## config.mk

```make
export PLATFORM = sky130hd
export DESIGN_NAME = dwpd_ctrl
export DESIGN_NICKNAME = d
export VERILOG_FILES = /design/src/rtl/dwpd_pkg.sv /design/src/rtl/dwpd_ctrl.sv
export SDC_FILE = /design/constraint.sdc
export NUM_CORES = 1
export LEC_CHECK = 0
export BUFFER_PORTS_ARGS = -buffer_cell sky130_fd_sc_hd__buf_4
export CELL_PAD_IN_SITES_DETAIL_PLACEMENT = 1
export CELL_PAD_IN_SITES_GLOBAL_PLACEMENT = 1
export CORE_MARGIN = 3
export CORE_UTILIZATION = 44
export CTS_CLUSTER_SIZE = 20
export DETAILED_ROUTE_END_ITERATION = 8
export PLACE_DENSITY = 0.92
export SLEW_MARGIN = 20
export SYNTH_ARGS = -nofsm -noshare
export SYNTH_HDL_FRONTEND = slang
export SYNTH_SLANG_ARGS = --single-unit
```

## constraint.sdc

```tcl
create_clock -name clk -period 4.87 [get_ports clk]
set_clock_uncertainty 0.15 [all_clocks]
set_input_delay 0.487 -clock clk [delete_from_list [all_inputs] [get_ports clk]]
set_output_delay 0.487 -clock clk [all_outputs]
set_load 0.02 [all_outputs]
```

## src/rtl/dwpd_pkg.sv

```systemverilog
// ============================================================================
// dwpd_pkg: shared types and constants of the two-wheel PID drive
// Holds the beat structs, configuration register codes and defaults, and the
// command group that the controller sends to the datapath.
// ============================================================================
`default_nettype none

package dwpd_pkg;

    // Default number of fraction bits of speeds, errors and drives.
    localparam int FRAC_BITS_DEF = 8;

    // Configuration port widths.
    localparam int CFG_IDX_W  = 3;
    localparam int CFG_DATA_W = 32;

    // Configuration register indexes.
    typedef enum logic [CFG_IDX_W-1:0] {
        CFG_GAIN_PROP     = 3'd0,
        CFG_GAIN_INTEG    = 3'd1,
        CFG_GAIN_DERIV    = 3'd2,
        CFG_STEER_CENTER  = 3'd3,
        CFG_DIFF_SLOPE    = 3'd4,
        CFG_DIFF_MAX      = 3'd5,
        CFG_DEAD_BAND     = 3'd6,
        CFG_SAT_THRESHOLD = 3'd7
    } cfg_idx_t;

    // Register reset values.
    localparam logic [31:0] GAIN_PROP_RST     = 32'd100663296;
    localparam logic [31:0] GAIN_INTEG_RST    = 32'd5033;
    localparam logic [31:0] GAIN_DERIV_RST    = 32'd35232154;
    localparam logic [15:0] STEER_CENTER_RST  = 16'd0;
    localparam logic [15:0] DIFF_SLOPE_RST    = 16'd138;
    localparam logic [15:0] DIFF_MAX_RST      = 16'd16056;
    localparam logic [15:0] DEAD_BAND_RST     = 16'd40;
    localparam logic [15:0] SAT_THRESHOLD_RST = 16'd120;

    // Duty limit of one motor direction.
    localparam logic [9:0] DUTY_LIM = 10'd990;

    // Input beat.
    typedef struct packed {
        logic signed [11:0] set_speed;
        logic [15:0]        steer_duty;
        logic signed [15:0] left_measured;
        logic signed [15:0] right_measured;
        logic               stop_request;
    } in_item_t;

    // Output beat.
    typedef struct packed {
        logic [9:0] left_fwd_duty;
        logic [9:0] left_rev_duty;
        logic [9:0] right_fwd_duty;
        logic [9:0] right_rev_duty;
    } out_item_t;

    // PID term under evaluation.
    typedef enum logic [1:0] {
        TERM_P = 2'd0,
        TERM_I = 2'd1,
        TERM_D = 2'd2
    } term_t;

    // Commands from the controller to the datapath.
    typedef struct packed {
        logic  load;          // latch the input beat
        logic  prep;          // steering deviation and stop ramp
        logic  coef;          // differential coefficient
        logic  tgt_lo_issue;  // multiply speed by (1 - coef)
        logic  tgt_hi_issue;  // multiply speed by (1 + coef), capture low target
        logic  tgt_cap;       // capture high target
        logic  err;           // wheel error, integral and difference
        logic  term_load;     // load term operand and gain
        logic  mul_issue;     // multiply one 16-bit chunk
        logic  mul_first;     // chunk is the signed top chunk
        logic  acc_en;        // accumulate the registered product
        logic  sum_add;       // add finished term to the drive increment
        logic  drive;         // update the accumulated drive
        logic  duty;          // split drive into duties
        logic  out_load;      // present the result beat
        logic  wheel;         // 0 left, 1 right
        term_t term;
    } cmd_t;

endpackage

`default_nettype wire

```

## src/rtl/dwpd_ctrl.sv

```systemverilog
// ============================================================================
// dwpd_ctrl: sequencer of the two-wheel PID drive
// Steps one tick through steering, targets and both wheels' P, I and D
// terms on the shared multiplier, then hands the result to the output stage.
// ============================================================================
`default_nettype none

module dwpd_ctrl #(
    parameter int FRAC_BITS = dwpd_pkg::FRAC_BITS_DEF
) (
    input  wire            clk,
    input  wire            rst_n,
    input  wire            in_valid,
    output logic           in_stall,
    input  wire            out_hold,
    output dwpd_pkg::cmd_t cmd
);

    // Chunks of 16 bits per term operand.
    localparam int DFW  = 19 + FRAC_BITS;
    localparam int NCH  = (DFW + 15) / 16;
    localparam int CNTW = (NCH > 1) ? $clog2(NCH) : 1;

    typedef enum logic [13:0] {
        S_IDLE  = 14'b00000000000001,
        S_PREP  = 14'b00000000000010,
        S_COEF  = 14'b00000000000100,
        S_TLO   = 14'b00000000001000,
        S_THI   = 14'b00000000010000,
        S_TSEL  = 14'b00000000100000,
        S_ERR   = 14'b00000001000000,
        S_TLOAD = 14'b00000010000000,
        S_TMUL  = 14'b00000100000000,
        S_TLAST = 14'b00001000000000,
        S_TADD  = 14'b00010000000000,
        S_DRIVE = 14'b00100000000000,
        S_DUTY  = 14'b01000000000000,
        S_DONE  = 14'b10000000000000
    } state_t;

    state_t              state_reg, state_next;
    logic                wheel_reg, wheel_next;
    dwpd_pkg::term_t     term_reg, term_next;
    logic [CNTW-1:0]     cnt_reg, cnt_next;

    // State, wheel, term and chunk counters.
    always_ff @(posedge clk or negedge rst_n)
    begin
        if (!rst_n)
        begin
            state_reg <= S_IDLE;
            wheel_reg <= 1'b0;
            term_reg  <= dwpd_pkg::TERM_P;
            cnt_reg   <= '0;
        end
        else
        begin
            state_reg <= state_next;
            wheel_reg <= wheel_next;
            term_reg  <= term_next;
            cnt_reg   <= cnt_next;
        end
    end

    // Next state and commands.
    always_comb
    begin
        state_next = state_reg;
        wheel_next = wheel_reg;
        term_next  = term_reg;
        cnt_next   = cnt_reg;
        cmd        = '0;
        cmd.wheel  = wheel_reg;
        cmd.term   = term_reg;
        in_stall   = 1'b1;
        case (state_reg)
            S_IDLE:
            begin
                in_stall   = 1'b0;
                wheel_next = 1'b0;
                if (in_valid)
                begin
                    cmd.load   = 1'b1;
                    state_next = S_PREP;
                end
            end
            S_PREP:
            begin
                cmd.prep   = 1'b1;
                state_next = S_COEF;
            end
            S_COEF:
            begin
                cmd.coef   = 1'b1;
                state_next = S_TLO;
            end
            S_TLO:
            begin
                cmd.tgt_lo_issue = 1'b1;
                state_next       = S_THI;
            end
            S_THI:
            begin
                cmd.tgt_hi_issue = 1'b1;
                state_next       = S_TSEL;
            end
            S_TSEL:
            begin
                cmd.tgt_cap = 1'b1;
                state_next  = S_ERR;
            end
            S_ERR:
            begin
                cmd.err    = 1'b1;
                term_next  = dwpd_pkg::TERM_P;
                state_next = S_TLOAD;
            end
            S_TLOAD:
            begin
                cmd.term_load = 1'b1;
                cnt_next      = '0;
                state_next    = S_TMUL;
            end
            S_TMUL:
            begin
                cmd.mul_issue = 1'b1;
                cmd.mul_first = (cnt_reg == '0);
                cmd.acc_en    = (cnt_reg != '0);
                cnt_next      = cnt_reg + 1'b1;
                if (cnt_reg == CNTW'(NCH - 1))
                begin
                    state_next = S_TLAST;
                end
            end
            S_TLAST:
            begin
                cmd.acc_en = 1'b1;
                state_next = S_TADD;
            end
            S_TADD:
            begin
                cmd.sum_add = 1'b1;
                case (term_reg)
                    dwpd_pkg::TERM_P:
                    begin
                        term_next  = dwpd_pkg::TERM_I;
                        state_next = S_TLOAD;
                    end
                    dwpd_pkg::TERM_I:
                    begin
                        term_next  = dwpd_pkg::TERM_D;
                        state_next = S_TLOAD;
                    end
                    default:
                    begin
                        state_next = S_DRIVE;
                    end
                endcase
            end
            S_DRIVE:
            begin
                cmd.drive  = 1'b1;
                state_next = S_DUTY;
            end
            S_DUTY:
            begin
                cmd.duty = 1'b1;
                if (wheel_reg)
                begin
                    state_next = S_DONE;
                end
                else
                begin
                    wheel_next = 1'b1;
                    state_next = S_ERR;
                end
            end
            S_DONE:
            begin
                if (!out_hold)
                begin
                    cmd.out_load = 1'b1;
                    state_next   = S_IDLE;
                end
            end
            default:
            begin
                state_next = S_IDLE;
            end
        endcase
    end

endmodule

`default_nettype wire

```

==> impl_results.md <==
* Clock tree from TritonCTS: done
* Cell types occupying the most area after synthesis: dfrtp_1 35%, nor4_4 5.3%, nor3b_1 4.4%
* Initial antenna violation count at 0
* Most instantiated flip-flop cell in the synthesis netlist: dfrtp_1
* Worst Path Class, Setup: reg -> out
* CTS buffer count at 3
* Total negative setup slack at 0 ns
* Io pins at 23
* Combined area of the multi-input logic cells at 644.4 sq um
* Cell Rows at 18
* Run status: finished clean
* Largest fanout of any net on the critical path at 9
* Buffer count from post-CTS setup fixing at 0
* Worst Tran Pin Value at 0.5931 ns
* Total Power at 0.4742 mW
* Area of the core at 0.002545 sq mm
* Final setup vio count at 0
* Most frequent cell after synthesis: dfrtp_1
* Yosys cell types at 43
* Highest ir drop seen on vdd at 259.5 uV
* Required time of the critical path at 4.23 ns
* Die footprint at 0.003399 sq mm
* Critical Path AT at 2.29 ns
* Sum of overflow across all layers after global routing at 0
* Flip-flop count of the largest register, all copies and words added at 14
* Total number of yosys warnings at 0
* Kind of end point of the critical path: output port
* Seq cells post-synth at 18
* Average instance area after synthesis at 9.629 sq um
* Height of the die at 58.30 um
* Starting density of the core at 0.4730
* Reg-to-reg setup timing slack at 2.73 ns
* Drt first-iter violations at 25
* Hold path startpoint: in_valid
* Number of cells produced by synthesis at 125
* Final HPWL from detailed placement at 2426 um
* Total of buffers placed on input and output ports at 22
* Most instantiated cells after synthesis: 17 x dfrtp_1, 8 x nor2_1
* Detail-routed net length per standard cell at 19.15 um
* Die width at 58.30 um
* DRC Markers at 0
* Global-route total usage across every layer at 0.2201
* PD cells at 345.8 mW/mm^2
* Maximum buffer depth of the clock tree at 2
* Library cell used as clock root buffer: clkbuf_4
* Fraction of the cycle the final worst path needs at 0.6017
* Area used by sequential logic in the layout at 451.7 sq um
* Number of max-slew violations in the final report at 0
* Nature of the critical path startpoint: flop
* Max_slew headroom at 0.6013
* Clock sinks at 18
* Number of flops mapped to enable cells by yosys at 0
* Number of detailed-routing iterations run before antenna repair at 4
* Worst R2R Start: state_reg[11]$_DFFE_PN0P_
* Max-cap violations at 0
* First-pass GRT wire length at 5630 um
* Post-detailed-routing wire length at 3255 um
* Origin of the worst setup path: state_reg[11]$_DFFE_PN0P_
* Antenna Nets Post-Route at 0
* Number of gates resized after CTS at 0
* Standby leakage power at 0.6679 nW
* Detailed-route via count at 1,036
* Via density per instance at 6.094
* Final weighted congestion of routability-driven global placement at 0.9004
* Depth of the CTS H-tree at 1
* Post-Synthesis Cell Area at 0.001204 sq mm
* Area share of the largest cell type after synthesis at 0.3534
* Number of antenna diodes at 0
* Post-synthesis net count at 129
* Final Hold Fails at 0
* Post-CTS clock slew at the launch and capture registers of the worst setup and hold paths at 0.11 ns
* Clock latency on the worst-skew pair at 0.31 ns
* Layout cells sized above 1 at 0.2786
* Net count reported at finish at 145
* Maximum number of pins on one net before global-route repair at 19
* Peak clock frequency supported by timing at 341.3 MHz
* Post-synth ARST share at 1.000
* Fillers at 303
* Final period demand of the worst path at 2.930 ns
* Worst hold-check path type: in -> reg
* Post-synthesis sequential area ratio at 0.3753
* Via count of the first global-routing pass at 1,140
* RSZ-0062 raised after global routing: false
* Dominant cell type by area after synthesis: dfrtp_1
* Area Growth Syn to Fin at 13.93%
[repair_timing]
item | 4_1_cts | 5_1_grt
endpoints found under the hold margin | 17 | 0
hold buffers | 1 | 0
endpoints found under the setup margin | 0 | 0
[report_power, final]
part	leakage, nW	internal (mW)	switching [mW]
Clock	0.0210	0.0457	0.0528
Sequential	0.247	0.164	0.0228
Combinational	0.400	0.0779	0.111
Total	0.668	0.288	0.186
[placed cells by master (no fill, tap or decap), types with 2 or more instances in the layout]
cell type | synthesis | final
nor4_2 | 2 | 2
nand2_1 | 7 | 7
nand3b_1 | 4 | 4
buf_4 | 5 | 22
a21o_1 | 3 | 3
nor3b_1 | 7 | 7
nand4b_1 | 2 | 2
o21ai_0 | 7 | 7
clkbuf_4 | 0 | 3
dfrtp_1 | 17 | 17
nor2_1 | 8 | 8
nor4_4 | 3 | 3
a21oi_1 | 2 | 2
nor4b_1 | 3 | 3
and3_1 | 2 | 2
xor2_1 | 4 | 4
nand4_1 | 4 | 4
inv_1 | 6 | 6
or4_4 | 2 | 2
nor4b_2 | 2 | 2
nand3_1 | 2 | 2
nor3_1 | 7 | 7
[layer usage]
layer | GRT usage | routed length (um)
met1 | 0.2754 | 1372
met2 | 0.3413 | 1548
met3 | 0.07895 | 228
met4 | 0.09603 | 106
met5 | 0 | 0
[critical path, cell delays in order, from the launching register on]
cell,delay (ns)
dfrtp_1,0.55
nor4_4,0.46
nand4b_1,0.23
or2_1,0.32
nor3b_1,0.23
buf_4,0.18
[cell type report]
| cell class | count | share of cell area |
|---|---|---|
| Sequential cell | 18 | 0.3294 |
| Clock buffer | 4 | 0.02646 |
| Multi-Input combinational cell | 88 | 0.4699 |
| Tap cell | 30 | 0.02737 |
| Inverter | 7 | 0.01916 |
| Timing Repair Buffer | 23 | 0.1277 |
[final timing paths]
check                                            end  cells past startpoint
setup / recovery                             cmd[15]                      5
hold / removal              state_reg[1]$_DFFE_PN0P_                      3
setup reg to reg            state_reg[4]$_DFFE_PN0P_                      4
hold reg to reg            state_reg[11]$_DFFE_PN0P_                      1
max in group asynchronous   state_reg[0]$_DFFE_PN1P_                      2
min in group asynchronous        cnt_reg$_DFFE_PN0P_                      2
[cell families (layout without fill, tap and decap cells)]
family | Yosys count | in the layout | synth area share
AOI/OAI and AO/OA | 19 | 19 | 0.1092
muxes | 1 | 1 | 0.008316
and+or+nand+nor | 64 | 64 | 0.3888
buffers and inverters | 19 | 34 | 0.08939
xor gates and xnor gates | 4 | 4 | 0.02910
DFF | 18 | 18 | 0.3753
[through the flow]
| step | utilization | hold slack (ns) | std cells | setup slack, ns | cell area (sq um) |
|---|---|---|---|---|---|
| floorplan | - | 0.04141 | 125 | 2.384 | 1204 |
| global placement | 0.5206 | 0.2224 | 165 | 2.424 | 1325 |
| detailed placement | 0.5206 | 0.2216 | 165 | 2.310 | 1325 |
| CTS | 0.5388 | 0.2787 | 170 | 1.962 | 1371 |
| global route | 0.5388 | 0.2956 | 170 | 1.780 | 1371 |
| finish | 0.5388 | 0.2721 | 170 | 1.940 | 1371 |
No activity file was read; power rests on OpenSTA's default activity.
